### src/rtl/gjrnll_pkg.sv
// Shared types, constants and the natural-log ROM builder for the GJR-GARCH
// negative log-likelihood block. No dependencies.
package gjrnll_pkg;

    // Fixed-point format of returns, proxies, variance and the running sum.
    localparam int FRAC_BITS     = 24;
    localparam int LN_TABLE_BITS = 10;
    localparam int SEG_BITS      = 30 - LN_TABLE_BITS;
    localparam int LN_ROM_DEPTH  = (1 << LN_TABLE_BITS) + 1;
    localparam int LN_IDX_W      = LN_TABLE_BITS + 1;

    // Split point of the previous variance for the beta product.
    localparam int BETA_SPLIT = 24;

    // Divider widths.
    localparam int DIV_DVD_W = 64;
    localparam int DIV_DSR_W = 48;
    localparam int DIV_CNT_W = 6;

    localparam logic [31:0] LN2_Q30 = 32'd744261118;
    localparam logic [63:0] LN2_Q32 = 64'd2977044472;
    localparam logic [47:0] MASK48  = 48'hFFFF_FFFF_FFFF;
    localparam logic signed [63:0] SUM_MAX64 = 64'sh0000_7FFF_FFFF_FFFF;
    localparam logic signed [63:0] SUM_MIN64 = 64'shFFFF_8000_0000_0000;

    // Result status codes.
    localparam logic [1:0] STATUS_OK     = 2'd0;
    localparam logic [1:0] STATUS_NONPOS = 2'd1;
    localparam logic [1:0] STATUS_SAT    = 2'd2;

    // Register indexes on the configuration port.
    localparam logic [2:0] REG_OMEGA     = 3'd0;
    localparam logic [2:0] REG_ALPHA     = 3'd1;
    localparam logic [2:0] REG_BETA      = 3'd2;
    localparam logic [2:0] REG_GAMMA     = 3'd3;
    localparam logic [2:0] REG_DIST_MODE = 3'd4;
    localparam logic [2:0] REG_T_CONST   = 3'd5;
    localparam logic [2:0] REG_T_WEIGHT  = 3'd6;

    typedef struct packed {
        logic signed [31:0] ret;
        logic [31:0]        proxy;
        logic               last;
    } in_item_t;

    typedef struct packed {
        logic signed [47:0] neg_loglik;
        logic [1:0]         status;
    } out_item_t;

    typedef struct packed {
        logic [31:0]        omega;
        logic [31:0]        alpha;
        logic [31:0]        beta;
        logic [31:0]        gamma;
        logic               dist_mode;
        logic signed [31:0] t_const;
        logic [31:0]        t_weight;
    } cfg_t;

    // Datapath commands issued by the controller.
    typedef enum logic [4:0] {
        OP_NONE,
        OP_LOAD,
        OP_SEED_ZERO,
        OP_DIV_SEED,
        OP_SEED_DONE,
        OP_MUL_A,
        OP_ACC_A,
        OP_MUL_G,
        OP_ACC_G,
        OP_MUL_BH,
        OP_SAVE_BH,
        OP_MUL_BL,
        OP_ACC_B,
        OP_HSAT,
        OP_ZERO_FLAG,
        OP_MUL_R,
        OP_DIV_Q,
        OP_Q_SAVE,
        OP_LN_LOAD_H,
        OP_LN_LOAD_Q,
        OP_NORM,
        OP_ROM,
        OP_MUL_I,
        OP_LN_ADD_I,
        OP_MUL_P,
        OP_LN_ADD_P,
        OP_TERM_H,
        OP_TERM_N,
        OP_MUL_W,
        OP_TERM_T,
        OP_SUM,
        OP_COMMIT
    } dp_op_t;

    // Datapath status seen by the controller.
    typedef struct packed {
        logic first;
        logic den_pos;
        logic h_zero;
        logic norm_done;
        logic dist_mode;
        logic last;
        logic out_busy;
        logic div_busy;
    } dp_status_t;

    typedef enum logic [5:0] {
        ST_IDLE,
        ST_DISPATCH,
        ST_SEED_ZERO,
        ST_SEED_DIV,
        ST_SEED_WAIT,
        ST_SEED_DONE,
        ST_MUL_A,
        ST_ACC_A,
        ST_MUL_G,
        ST_ACC_G,
        ST_MUL_BH,
        ST_SAVE_BH,
        ST_MUL_BL,
        ST_ACC_B,
        ST_HSAT,
        ST_CHK_H,
        ST_ZERO_H,
        ST_MUL_R,
        ST_DIV_Q,
        ST_Q_WAIT,
        ST_Q_SAVE,
        ST_LN_LOAD_H,
        ST_LN_NORM,
        ST_LN_ROM,
        ST_LN_MUL_I,
        ST_LN_ADD_I,
        ST_LN_MUL_P,
        ST_LN_ADD_P,
        ST_TERM_H,
        ST_TERM_N,
        ST_LN_LOAD_Q,
        ST_MUL_W,
        ST_TERM_T,
        ST_SUM,
        ST_COMMIT
    } ctrl_state_t;

    typedef logic [29:0] ln_rom_t [LN_ROM_DEPTH];

    // One ROM entry: ln(1 + i/2^L) in Q30, from a bitwise log2 times ln2.
    function automatic logic [29:0] ln_rom_entry(input int unsigned i);
        longint unsigned m;
        longint unsigned f;
        longint unsigned r;
        if (i == (1 << LN_TABLE_BITS)) begin
            return LN2_Q30[29:0];
        end
        m = (64'd1 << 30) + (longint'(i) << SEG_BITS);
        f = 0;
        for (int k = 0; k < 30; k++) begin
            m = (m * m) >> 30;
            f = f << 1;
            if (m >= (64'd1 << 31)) begin
                f = f | 64'd1;
                m = m >> 1;
            end
        end
        r = (f * LN2_Q32 + (64'd1 << 31)) >> 32;
        return r[29:0];
    endfunction

    function automatic ln_rom_t build_ln_rom();
        ln_rom_t t;
        for (int i = 0; i < LN_ROM_DEPTH; i++) begin
            t[i] = ln_rom_entry(i);
        end
        return t;
    endfunction

endpackage

### src/rtl/gjrnll_ctrl.sv
// Controller state machine that sequences the datapath commands per sample.
// Depends on gjrnll_pkg.
module gjrnll_ctrl (
    input  logic                    clk,
    input  logic                    rst_n,
    input  logic                    in_valid,
    output logic                    in_ready,
    input  gjrnll_pkg::dp_status_t  status,
    output gjrnll_pkg::dp_op_t      op
);

    gjrnll_pkg::ctrl_state_t state_reg, state_next;
    logic                    ln_sel_reg, ln_sel_next;

    // Next-state logic.
    always_comb
    begin
        state_next  = state_reg;
        ln_sel_next = ln_sel_reg;
        case (state_reg)
            gjrnll_pkg::ST_IDLE:
            begin
                if (in_valid) begin
                    state_next = gjrnll_pkg::ST_DISPATCH;
                end
            end
            gjrnll_pkg::ST_DISPATCH:
            begin
                if (!status.first) begin
                    state_next = gjrnll_pkg::ST_MUL_A;
                end else if (status.den_pos) begin
                    state_next = gjrnll_pkg::ST_SEED_DIV;
                end else begin
                    state_next = gjrnll_pkg::ST_SEED_ZERO;
                end
            end
            gjrnll_pkg::ST_SEED_ZERO: state_next = gjrnll_pkg::ST_COMMIT;
            gjrnll_pkg::ST_SEED_DIV:  state_next = gjrnll_pkg::ST_SEED_WAIT;
            gjrnll_pkg::ST_SEED_WAIT:
            begin
                if (!status.div_busy) begin
                    state_next = gjrnll_pkg::ST_SEED_DONE;
                end
            end
            gjrnll_pkg::ST_SEED_DONE: state_next = gjrnll_pkg::ST_COMMIT;
            gjrnll_pkg::ST_MUL_A:     state_next = gjrnll_pkg::ST_ACC_A;
            gjrnll_pkg::ST_ACC_A:     state_next = gjrnll_pkg::ST_MUL_G;
            gjrnll_pkg::ST_MUL_G:     state_next = gjrnll_pkg::ST_ACC_G;
            gjrnll_pkg::ST_ACC_G:     state_next = gjrnll_pkg::ST_MUL_BH;
            gjrnll_pkg::ST_MUL_BH:    state_next = gjrnll_pkg::ST_SAVE_BH;
            gjrnll_pkg::ST_SAVE_BH:   state_next = gjrnll_pkg::ST_MUL_BL;
            gjrnll_pkg::ST_MUL_BL:    state_next = gjrnll_pkg::ST_ACC_B;
            gjrnll_pkg::ST_ACC_B:     state_next = gjrnll_pkg::ST_HSAT;
            gjrnll_pkg::ST_HSAT:      state_next = gjrnll_pkg::ST_CHK_H;
            gjrnll_pkg::ST_CHK_H:
            begin
                if (status.h_zero) begin
                    state_next = gjrnll_pkg::ST_ZERO_H;
                end else begin
                    state_next = gjrnll_pkg::ST_MUL_R;
                end
            end
            gjrnll_pkg::ST_ZERO_H:    state_next = gjrnll_pkg::ST_COMMIT;
            gjrnll_pkg::ST_MUL_R:     state_next = gjrnll_pkg::ST_DIV_Q;
            gjrnll_pkg::ST_DIV_Q:     state_next = gjrnll_pkg::ST_Q_WAIT;
            gjrnll_pkg::ST_Q_WAIT:
            begin
                if (!status.div_busy) begin
                    state_next = gjrnll_pkg::ST_Q_SAVE;
                end
            end
            gjrnll_pkg::ST_Q_SAVE:    state_next = gjrnll_pkg::ST_LN_LOAD_H;
            gjrnll_pkg::ST_LN_LOAD_H:
            begin
                ln_sel_next = 1'b0;
                state_next  = gjrnll_pkg::ST_LN_NORM;
            end
            gjrnll_pkg::ST_LN_NORM:
            begin
                if (status.norm_done) begin
                    state_next = gjrnll_pkg::ST_LN_ROM;
                end
            end
            gjrnll_pkg::ST_LN_ROM:    state_next = gjrnll_pkg::ST_LN_MUL_I;
            gjrnll_pkg::ST_LN_MUL_I:  state_next = gjrnll_pkg::ST_LN_ADD_I;
            gjrnll_pkg::ST_LN_ADD_I:  state_next = gjrnll_pkg::ST_LN_MUL_P;
            gjrnll_pkg::ST_LN_MUL_P:  state_next = gjrnll_pkg::ST_LN_ADD_P;
            gjrnll_pkg::ST_LN_ADD_P:
            begin
                if (ln_sel_reg) begin
                    state_next = gjrnll_pkg::ST_MUL_W;
                end else begin
                    state_next = gjrnll_pkg::ST_TERM_H;
                end
            end
            gjrnll_pkg::ST_TERM_H:
            begin
                if (status.dist_mode) begin
                    state_next = gjrnll_pkg::ST_LN_LOAD_Q;
                end else begin
                    state_next = gjrnll_pkg::ST_TERM_N;
                end
            end
            gjrnll_pkg::ST_TERM_N:    state_next = gjrnll_pkg::ST_SUM;
            gjrnll_pkg::ST_LN_LOAD_Q:
            begin
                ln_sel_next = 1'b1;
                state_next  = gjrnll_pkg::ST_LN_NORM;
            end
            gjrnll_pkg::ST_MUL_W:     state_next = gjrnll_pkg::ST_TERM_T;
            gjrnll_pkg::ST_TERM_T:    state_next = gjrnll_pkg::ST_SUM;
            gjrnll_pkg::ST_SUM:       state_next = gjrnll_pkg::ST_COMMIT;
            gjrnll_pkg::ST_COMMIT:
            begin
                // Hold a final sample until the output register is free.
                if (!(status.last && status.out_busy)) begin
                    state_next = gjrnll_pkg::ST_IDLE;
                end
            end
            default:                  state_next = gjrnll_pkg::ST_IDLE;
        endcase
    end

    // Command outputs.
    always_comb
    begin
        in_ready = 1'b0;
        op       = gjrnll_pkg::OP_NONE;
        case (state_reg)
            gjrnll_pkg::ST_IDLE:
            begin
                in_ready = 1'b1;
                if (in_valid) begin
                    op = gjrnll_pkg::OP_LOAD;
                end
            end
            gjrnll_pkg::ST_SEED_ZERO: op = gjrnll_pkg::OP_SEED_ZERO;
            gjrnll_pkg::ST_SEED_DIV:  op = gjrnll_pkg::OP_DIV_SEED;
            gjrnll_pkg::ST_SEED_DONE: op = gjrnll_pkg::OP_SEED_DONE;
            gjrnll_pkg::ST_MUL_A:     op = gjrnll_pkg::OP_MUL_A;
            gjrnll_pkg::ST_ACC_A:     op = gjrnll_pkg::OP_ACC_A;
            gjrnll_pkg::ST_MUL_G:     op = gjrnll_pkg::OP_MUL_G;
            gjrnll_pkg::ST_ACC_G:     op = gjrnll_pkg::OP_ACC_G;
            gjrnll_pkg::ST_MUL_BH:    op = gjrnll_pkg::OP_MUL_BH;
            gjrnll_pkg::ST_SAVE_BH:   op = gjrnll_pkg::OP_SAVE_BH;
            gjrnll_pkg::ST_MUL_BL:    op = gjrnll_pkg::OP_MUL_BL;
            gjrnll_pkg::ST_ACC_B:     op = gjrnll_pkg::OP_ACC_B;
            gjrnll_pkg::ST_HSAT:      op = gjrnll_pkg::OP_HSAT;
            gjrnll_pkg::ST_ZERO_H:    op = gjrnll_pkg::OP_ZERO_FLAG;
            gjrnll_pkg::ST_MUL_R:     op = gjrnll_pkg::OP_MUL_R;
            gjrnll_pkg::ST_DIV_Q:     op = gjrnll_pkg::OP_DIV_Q;
            gjrnll_pkg::ST_Q_SAVE:    op = gjrnll_pkg::OP_Q_SAVE;
            gjrnll_pkg::ST_LN_LOAD_H: op = gjrnll_pkg::OP_LN_LOAD_H;
            gjrnll_pkg::ST_LN_NORM:
            begin
                if (!status.norm_done) begin
                    op = gjrnll_pkg::OP_NORM;
                end
            end
            gjrnll_pkg::ST_LN_ROM:    op = gjrnll_pkg::OP_ROM;
            gjrnll_pkg::ST_LN_MUL_I:  op = gjrnll_pkg::OP_MUL_I;
            gjrnll_pkg::ST_LN_ADD_I:  op = gjrnll_pkg::OP_LN_ADD_I;
            gjrnll_pkg::ST_LN_MUL_P:  op = gjrnll_pkg::OP_MUL_P;
            gjrnll_pkg::ST_LN_ADD_P:  op = gjrnll_pkg::OP_LN_ADD_P;
            gjrnll_pkg::ST_TERM_H:    op = gjrnll_pkg::OP_TERM_H;
            gjrnll_pkg::ST_TERM_N:    op = gjrnll_pkg::OP_TERM_N;
            gjrnll_pkg::ST_LN_LOAD_Q: op = gjrnll_pkg::OP_LN_LOAD_Q;
            gjrnll_pkg::ST_MUL_W:     op = gjrnll_pkg::OP_MUL_W;
            gjrnll_pkg::ST_TERM_T:    op = gjrnll_pkg::OP_TERM_T;
            gjrnll_pkg::ST_SUM:       op = gjrnll_pkg::OP_SUM;
            gjrnll_pkg::ST_COMMIT:
            begin
                if (!(status.last && status.out_busy)) begin
                    op = gjrnll_pkg::OP_COMMIT;
                end
            end
            default:                  op = gjrnll_pkg::OP_NONE;
        endcase
    end

    always_ff @(posedge clk or negedge rst_n)
    begin
        if (!rst_n) begin
            state_reg  <= gjrnll_pkg::ST_IDLE;
            ln_sel_reg <= 1'b0;
        end else begin
            state_reg  <= state_next;
            ln_sel_reg <= ln_sel_next;
        end
    end

endmodule

### config.mk
export PLATFORM = sky130hd
export DESIGN_NAME = gjrnll_ctrl
export DESIGN_NICKNAME = d
export VERILOG_FILES = /design/src/rtl/gjrnll_pkg.sv /design/src/rtl/gjrnll_ctrl.sv
export SDC_FILE = /design/constraint.sdc
export NUM_CORES = 1
export LEC_CHECK = 0
export BUFFER_PORTS_ARGS = -buffer_cell sky130_fd_sc_hd__buf_4
export CORE_ASPECT_RATIO = 1.4
export CORE_MARGIN = 1.5
export CORE_UTILIZATION = 35
export DETAILED_ROUTE_END_ITERATION = 16
export GPL_TIMING_DRIVEN = 0
export PLACE_DENSITY = 0.66
export REMOVE_ABC_BUFFERS = 1
export SYNTH_ARGS = -nofsm -noshare
export SYNTH_HDL_FRONTEND = slang
export SYNTH_SLANG_ARGS = --single-unit
### constraint.sdc
create_clock -name clk -period 4.9 [get_ports clk]
set_input_delay 0.49 -clock clk [delete_from_list [all_inputs] [get_ports clk]]
set_output_delay 0.49 -clock clk [all_outputs]
set_load 0.02 [all_outputs]
# Yosys cells after proc, flatten, opt, wreduce, memory -nomap -nowiden
# Cells that the tools add are included.
[classes] eq_ne=39 mux=17 n_reduce_logical=7
[ops] operator="$pmux 6 s30" n=1
[ops] operator="$pmux 5 s31" n=1
[ops] operator="$eq 6x5->1 const B" n=16
[ops] operator="$eq 6x4->1 const B" n=8
[ops] operator="$mux 6" n=5
[ops] operator="$eq 6x3->1 const B" n=4
[ops] operator="$eq 6x6->1 const B" n=3
[ops] operator="$eq 6x2->1 const B" n=2
[ops] operator="$mux 5" n=2
[ops] operator="$ne 2x2->1 const B" n=5
[ops] operator="$eq 6x1->1 const B" n=1
[ops] operator="$logic_not 6->1" n=1
[ops] operator="$reduce_and 5->1" n=1
[ops] operator="$mux 1" n=4
[ops] operator="$mux 2" n=2
[ops] operator="$reduce_or 2->1" n=2
[ops] operator="$reduce_or 4->1" n=1
[ops] operator="$mux 3" n=1
[ops] operator="$pmux 1 s2" n=1
[ops] operator="$reduce_bool 2->1" n=1
[ops] operator="$logic_and 1x1->1" n=1
[word_totals] register_bits=7 input_bits=11 out_inout_bits=6 wordCells=65

# Logic depth before layout (Yosys ltp)
# Gate-level depths: netlist of run 1.
[depth] ltp_word=3 mapped_depth=7 depth_no_buf=5

# Least setup slack after synthesis of run 1
# Ideal clock, no wire load.
[synth_timing] path_kind="register to output" start="register state_reg[2]" end="output port op[2]" arrival_ps=1571 path_slack_ps=2839 stages_incl_launch_ff=7 n_path_buf=3 cell_sequence="dfrtp_1 > buf_4 > buf_4 > buf_2 > nor3_1 > a21oi_1 > o21ai_0"
[synth_between] elab_chain_len=2 elab_cells_between_ends=32
[synth_rtl] element="start, declared" line="gjrnll_ctrl.sv:12" rtl="gjrnll_pkg::ctrl_state_t state_reg, state_next;"
[synth_rtl] element="start signal, assigned" line="gjrnll_ctrl.sv:184" rtl="state_reg <= gjrnll_pkg::ST_IDLE;"
[synth_rtl] element="start signal, assigned" line="gjrnll_ctrl.sv:187" rtl="state_reg <= state_next;"
[synth_rtl] element="$eq 6x6->1, or another cell as far along" line="gjrnll_ctrl.sv:129" rtl="case (state_reg)"
[synth_rtl] element="$pmux 5 s31 *" line="gjrnll_ctrl.sv:129"
[synth_rtl] element="end, declared" line="gjrnll_ctrl.sv:9" rtl="output gjrnll_pkg::dp_op_t op"
# Every way passes the cells marked *; elsewhere a longest branch is shown, timed or not.

# Worst setup path after layout of run 1
[layout_timing] start="register state_reg[3]" end="output port op[2]"
# The elaborated chain is that of the path after synthesis.

==> results.txt, run 1 <==
----------------------------------------------------
[Layout]
  Final cell count without fillers ... 192
  Nets ... roughly 170
  Area growth, synth to finish ... 8.642%
  Final design area excluding fillers ... 0.001211 sq mm
  Share of post-route cells with drive strength above 1 ... 0.1699
  Diode count ... 0
  Flip-flop count of the largest register, all copies and words added ... 6

[Yosys]
  Sequential cell area fraction in the yosys report ... 0.1571
  Biggest area contributors in the synthesized netlist ... dfrtp_1 (16%), o21ai_0 (7.6%), a21oi_1 (5.8%)
  Number of synthesis warnings ... 0
  Synth area leader ... dfrtp_1
  Async set or reset register ratio after synthesis ... 1.000
  Avg Synthesized Cell Area ... 7.432 sq um
  Prevailing post-synth register cell ... dfrtp_1
  Gate Count Post-Synth ... 150
  Most numerous cell in the Yosys netlist ... o21ai_0
  Synthesized area ... 0.001115 sq mm
  Distinct cell type count of the synthesized netlist ... 49
  Number of register bits inferred by synthesis ... 7
  Number of flops mapped to enable cells by yosys ... 0
  Share of the synthesized area in the top cell type ... 0.1571
  Ranking of synthesized cells by instance count ... o21ai_0 (17), a21oi_1 (13), nand2_1 (11)

[CTS]
  Count of buffers added by post-CTS timing repair for setup ... 0
  Total CTS buffers ... 3
  Maximum count of clock buffers along a single path ... 2
  Insertion delay to the later sink of the worst-skew pair ... 0.22 ns
  Master cell of the clock root buffer ... clkbuf_8
  Clock-pin slew of the registers on the worst-case setup and hold paths ... 0.04 ns
  CTS sink cnt ... 7
  TritonCTS clock tree ... done
  Count of hold buffers inserted by post-cts repair ... 0
  Resized cells post-CTS ... 0
  Number of levels the H-tree was split into ... 1

[Global route]
  First-pass GRT wire length ... ~4900 microns
  All-layer global routing usage ... 0.1712
  Pin count of the biggest net entering global routing ... 33
  Antenna violations before repair ... 0
  Sum of overflow across all layers after global routing ... 0
  Vias in the first global route ... 1086

[Pwr]
  Switching power ... 398.9 uW
  Maximum resistive drop on vdd ... 0.0002678 V
  Share of total power in combinational logic ... 0.618
  Static power due to leakage ... 0.0004461 uW
  Power density over cell area ... 609.0 mW/mm^2
  Net Sw Frac ... 0.5408
  Sequential Power Share ... 0.275
  Int Power ... around 340 uW
  Power share of the clock group ... 0.107

[Placement]
  Routability congestion estimate ... 0.8560
  Placement-stage cell area ... between 0.001 and 0.0015 sq mm
  Port Buffer Count ... 16
  Half-perimeter wire length after placement ... 1952 microns
  Cell count after placement ... 188
  Dpl ws ... 2.223 ns

[Timing]
  Share of the cycle needed by the critical path after routing ... 0.5971
  Worst-case hold slack ... 0.07124 ns
  Worst setup skew after layout ... 0.0002091 ns
  Final-report max-slew violation count ... 0
  Tightest Pin Transition ... 0.9928 ns
  RSZ-0062 raised after global routing ... false
  Worst slew margin relative to its limit ... 0.3381
  Setup violations, final ... 0
  Hold violation count in the final report ... 0
  Highest clock rate ... 0.3418 GHz
  Setup Total Neg Slack ... 0 ns
  Minimum setup slack in the final design ... 1.974 ns
  Time the final worst path needs with I/O delays and setup ... between 2 and 3 ns

[Drt]
  DR pass1 iterations ... 4
  Detailed-route via count ... 1173
  Aggregate routed wire length ... 2866 microns
  Post-DR wirelength/cell ... 14.93 microns
  Remaining antenna violation count ... 0
  Routed vias/inst ... 6.109
  Remaining routing DRC violations ... 0
  Number of DRC markers after the initial detailed-route iteration ... 39

[Floorplan]
  Number of cell rows ... 24
  Vertical extent of the die ... 69.78 microns
  Die Area ... 0.003538 sq mm
  Core footprint ... 0.003063 sq mm
  I/O pin count ... 17
  Die span in x ... 50.70 microns
  Initial core utilization ... 0.3640

[Job]
  Total of max-cap violations ... 0

[Worst setup path]
  Arr. time, crit path ... 2.44 ns
  Critical Path Fanout Max ... 30
  Worst setup EP type ... output pin
  Data required time at the worst endpoint ... ~4.4 ns
  Critical path launch point type ... flip-flop
  Startpoint-to-endpoint class of the critical path ... flip-flop to output pin

[Outcome]
  Status ... completed

[Min path]
  Worst min path class ... input port to async pin

----------------------------------------------------
## cells by family (layout without fill, tap and decap cells)
kind of cell,count (synthesis),in the layout,synth area share
compound gates,54,54,0.3266
xor+xnor,4,4,0.03143
buf+inv,21,24,0.1190
flops,7,7,0.1571
mux,4,4,0.03928
simple gates,60,60,0.3266
## final cells by class
type | count | area, sq um
Fill cell | 334 | 1852
Tap cell | 39 | 48.80
Multi-Input combinational cell | 122 | 807.0
Clock buffer | 4 | 45.04
Inverter | 4 | 15.01
Sequential cell | 7 | 175.2
Timing Repair Buffer | 16 | 120.1
## per-layer routing
metal | routed length (microns) | part of all wire | track usage | vias to the layer above
li1 | - | - | - | 569
met1 | 1184 | 0.41 | 0.2203 | 561
met2 | 1520 | 0.53 | 0.2895 | 37
met3 | 100 | 0.035 | 0.01940 | 6
met4 | 61 | 0.021 | 0.06006 | 0
met5 | 0 | 0 | 0 | -
## critical path, stage by stage (launching register included)
cell	delay, ns
dfrtp_1	0.98
nand3_1	0.26
o311ai_0	0.57
nor2_1	0.13
o21ai_0	0.10
buf_4	0.17
## cells in the final DEF (no fill, tap or decap), drive strengths merged, types with 2 or more instances in the layout
cell type  netlist  final
a211oi           3      3
a21oi           14     14
a221oi           2      2
a32oi            3      3
and2b            2      2
and4b            2      2
buf             14     16
clkbuf           3      4
dfrtp            7      7
inv              4      4
mux2             3      3
nand2           11     11
nand2b           4      4
nand3            6      6
nand4            2      2
nor2            11     11
nor2b            4      4
nor3             6      6
nor4b            2      2
o211ai           3      3
o21ai           17     17
o311ai           2      2
o31ai            2      2
or2b             2      2
or4b             2      2
xnor2            3      3
## path summary, 6_finish.rpt
path	startpoint	end	slack, ns	cells past startpoint
worst min register to register	ln_sel_reg$_DFFE_PN0P_	ln_sel_reg$_DFFE_PN0P_	0.54	2
max in group asynchronous	rst_n	ln_sel_reg$_DFFE_PN0P_	4.71	1
min in group clk	ln_sel_reg$_DFFE_PN0P_	ln_sel_reg$_DFFE_PN0P_	0.54	2
worst max-delay path	state_reg[3]$_DFFE_PN0P_	op[2]	1.97	5
worst max register to register	state_reg[2]$_DFFE_PN0P_	state_reg[2]$_DFFE_PN0P_	2.49	5
worst min-delay path	rst_n	state_reg[2]$_DFFE_PN0P_	0.07	1
## metrics by stage
stage               utilization  total power [uW]
detailed placement       0.3807             656.4
floorplan                     -             493.4
global route             0.3954             798.7
CTS                      0.3954             737.8
global placement         0.3807             642.5
finish                   0.3954             737.6
## power by group through the flow
stage / Sequential, uW / Combinational (uW) / Clock (uW)
6_report: 203 / 456 / 78.6
5_1_grt: 215 / 498 / 85.9
4_1_cts: 200 / 457 / 80.7
3_5_place_dp: 202 / 455 / 0
3_3_place_gp: 197 / 445 / 0
2_1_floorplan: 162 / 332 / 0
Power figures use the tool's default switching activity.
==> run 2, diff against run 1 <==
- PLACE_DENSITY: 0.66 -> 0.67
- clock period: 4.9 -> 2.6 ns (I/O delays scaled with it)
==> results.txt, run 2 (same netlist as run 1, synthesis figures left out) <==
----------------------------------------------------
[Layout]
  Share of post-route cells with drive strength above 1 ... 0.2078 (was 0.1699)
  Diode count ... 0 (unchanged)
  Fill count ... 321 (was 334)
  Nets ... 166 (was 165)
  Most common cell after layout, fill and taps aside ... o21ai_0 (unchanged)
  Final design area excluding fillers ... 0.001234 sq mm (was 0.001211 sq mm)
  Area growth, synth to finish ... 10.66% (was 8.642%)
  Finished Core Util ... 0.4028 (was 0.3954)
  Leading cell types in the layout, fill and taps excluded ... o21ai_0 (17), buf_4 (16), a21oi_1 (13), nand2_1 (11), nor2_1 (10) (unchanged)
  Flip-flop count of the largest register, all copies and words added ... 6 (unchanged)

[Timing]
  Worst slew margin relative to its limit ... 0.5622 (was 0.3381)
  Minimum setup slack in the final design ... 0.2248 ns (was 1.974 ns)
  Final-report max-slew violation count ... 0 (unchanged)
  Hold violation count in the final report ... 0 (unchanged)
  Highest clock rate ... 0.4210 GHz
  Worst-case hold slack ... 0.4076 ns (was 0.07124 ns)
  Setup Total Neg Slack ... 0 ns (unchanged)
  Time the final worst path needs with I/O delays and setup ... 2.375 ns
  Share of the cycle needed by the critical path after routing ... 0.9135
  RSZ-0062 raised after global routing ... false (unchanged)
  Tightest Pin Transition ... 0.6568 ns (was 0.9928 ns)
  Worst setup skew after layout ... 0.0004005 ns (was 0.0002091 ns)
  Setup violations, final ... 0 (unchanged)

[Worst setup path]
  Arr. time, crit path ... 2.12 ns (was 2.44 ns)
  Number of cell instances on the worst register-to-register path ... 4 (was 5)
  Slowest cell on the critical path ... dfrtp_2 (was dfrtp_1)
  Critical path launch point type ... flip-flop (unchanged)
  CP Cell Sequence ... nand3_1, o311ai_0, nor2_1, o21ai_0, buf_4 (unchanged)
  Data required time at the worst endpoint ... 2.34 ns (was 4.41 ns)
  Critical Path Fanout Max ... 32 (was 30)
  Longest individual stage delay on the worst path ... 0.71 ns (was 0.98 ns)
  Startpoint-to-endpoint class of the critical path ... flip-flop to output pin (unchanged)
  Worst setup EP type ... output pin (unchanged)

[CTS]
  Count of buffers added by post-CTS timing repair for setup ... 0 (unchanged)
  Number of levels the H-tree was split into ... 1 (unchanged)
  CTS sink cnt ... 7 (unchanged)
  TritonCTS clock tree ... done (unchanged)
  Clock-pin slew of the registers on the worst-case setup and hold paths ... 0.04 ns (about the same)
  Master cell of the clock root buffer ... clkbuf_8 (unchanged)
  Insertion delay to the later sink of the worst-skew pair ... 0.22 ns (about the same)
  Maximum count of clock buffers along a single path ... 2 (unchanged)
  Total CTS buffers ... 3 (unchanged)

[Pwr]
  Sequential Power Share ... 0.281 (was 0.275)
  Maximum resistive drop on vdd ... 0.0003872 V (was 0.0002678 V)
  Power density over cell area ... 1123 mW/mm^2 (was 609.0 mW/mm^2)
  Power share of the clock group ... 0.108 (was 0.107)
  Int Power ... 646.2 uW (was 338.7 uW)
  Switching power ... 739.3 uW (was 398.9 uW)
  Net Sw Frac ... 0.5336 (was 0.5408)
  Share of total power in combinational logic ... 0.611 (was 0.618)
  Static power due to leakage ... 0.0004446 uW (was 0.0004461 uW)

[Placement]
  Dpl ws ... 0.1550 ns (was 2.223 ns)
  Port Buffer Count ... 16 (unchanged)
  Placement-stage cell area ... 0.001166 sq mm (unchanged)
  Routability congestion estimate ... 0.8489 (was 0.8560)
  Half-perimeter wire length after placement ... 1921 microns (was 1952 microns)

[Job]
  Total of max-cap violations ... 0 (unchanged)

[Global route]
  Sum of overflow across all layers after global routing ... 0 (unchanged)
  Pin count of the biggest net entering global routing ... 33 (unchanged)
  Vias in the first global route ... 1135 (was 1086)
  Antenna violations before repair ... 0 (unchanged)
  First-pass GRT wire length ... 4933 microns (was 4940 microns)
  All-layer global routing usage ... 0.1743 (was 0.1712)

[Min path]
  Worst min path class ... input port to async pin (unchanged)

[Drt]
  DR pass1 iterations ... 4 (unchanged)
  Remaining routing DRC violations ... 0 (unchanged)
  Number of DRC markers after the initial detailed-route iteration ... 56 (was 39)
  Remaining antenna violation count ... 0 (unchanged)
  Detailed-route via count ... 1166 (was 1173)
  Routed vias/inst ... 6.041 (was 6.109)
  Aggregate routed wire length ... 2811 microns (was 2866 microns)
  Post-DR wirelength/cell ... 14.56 microns (was 14.93 microns)

[Floorplan]
  Number of cell rows ... 24 (unchanged)
  Die Area ... 0.003538 sq mm (unchanged)
  Die span in x ... 50.70 microns (unchanged)
  Core footprint ... 0.003063 sq mm (unchanged)
  I/O pin count ... 17 (unchanged)
  Initial core utilization ... 0.3640 (unchanged)
  Vertical extent of the die ... 69.78 microns (unchanged)

[Outcome]
  Status ... completed (unchanged)

----------------------------------------------------
-- run 2: cell count changes in the layout (fill, tap and decap cells not counted), sizes merged --
cell	before	now
dlygate4sd3	0	1
-- run 2: power groups by stage --
stage / clock network (uW) / registers (uW) / logic, uW
after floorplan: 0 / 305 / 625
after global placement: 0 / 372 / 838
after detailed placement: 0 / 381 / 848
after CTS: 153 / 383 / 854
after global routing: 164 / 416 / 940
final: 149 / 389 / 847
-- run 2: cell type report --
class                   count  area (sq um)  share of cell area
flip-flops and latches      7         181.4              0.1471
repair buffers             17         130.1              0.1055
inverters                   4         15.01             0.01217
well taps                  39         48.80             0.03955
multi-input cells         122         813.3              0.6592
clock buffers               4         45.04             0.03651
-- run 2: routing by layer --
layer  up-vias  part of all wire  track usage
li1        575                 -            -
met1       555              0.41       0.2179
met2        26              0.53       0.2895
met3        10             0.028      0.01509
met4         0             0.033      0.09309
met5         -                 0            0
-- run 2: path summary, 6_finish.rpt --
| check | start | endpoint | slack, ns |
|---|---|---|---|
| setup / recovery | state_reg[2]$_DFFE_PN0P_ | op[2] | 0.22 |
| hold / removal | rst_n | state_reg[2]$_DFFE_PN0P_ | 0.41 |
| setup reg to reg | state_reg[5]$_DFFE_PN0P_ | state_reg[1]$_DFFE_PN0P_ | 0.39 |
| hold reg to reg | ln_sel_reg$_DFFE_PN0P_ | ln_sel_reg$_DFFE_PN0P_ | 0.54 |
| max in group asynchronous | rst_n | state_reg[3]$_DFFE_PN0P_ | 2.06 |
| min in group clk | ln_sel_reg$_DFFE_PN0P_ | ln_sel_reg$_DFFE_PN0P_ | 0.54 |
-- run 2: critical path, delay by kind of cell (launching register included) --
family / cells / cell delay (ns)
flip-flops: 1 / 0.71
AO/OA/AOI/OAI: 2 / 0.67
AND/OR/NAND/NOR: 2 / 0.34
buffers and inverters: 1 / 0.17
-- run 2: per-stage QoR --
| step | instances | power, uW |
|---|---|---|
| final | 193 | 1386 |
| after floorplan | 133 | 929.9 |
| after CTS | 193 | 1391 |
| after detailed placement | 188 | 1229 |
| after global routing | 193 | 1520 |
| after global placement | 188 | 1211 |
-- run 2: timing repair --
item / 4_1_cts / 5_1_grt
hold buffers: 1 / 0
setup endpoints to repair: 3 / 5
pin swaps: 0 / 0
gates resized for setup: 3 / 3
endpoints found under the hold margin: 7 / 0
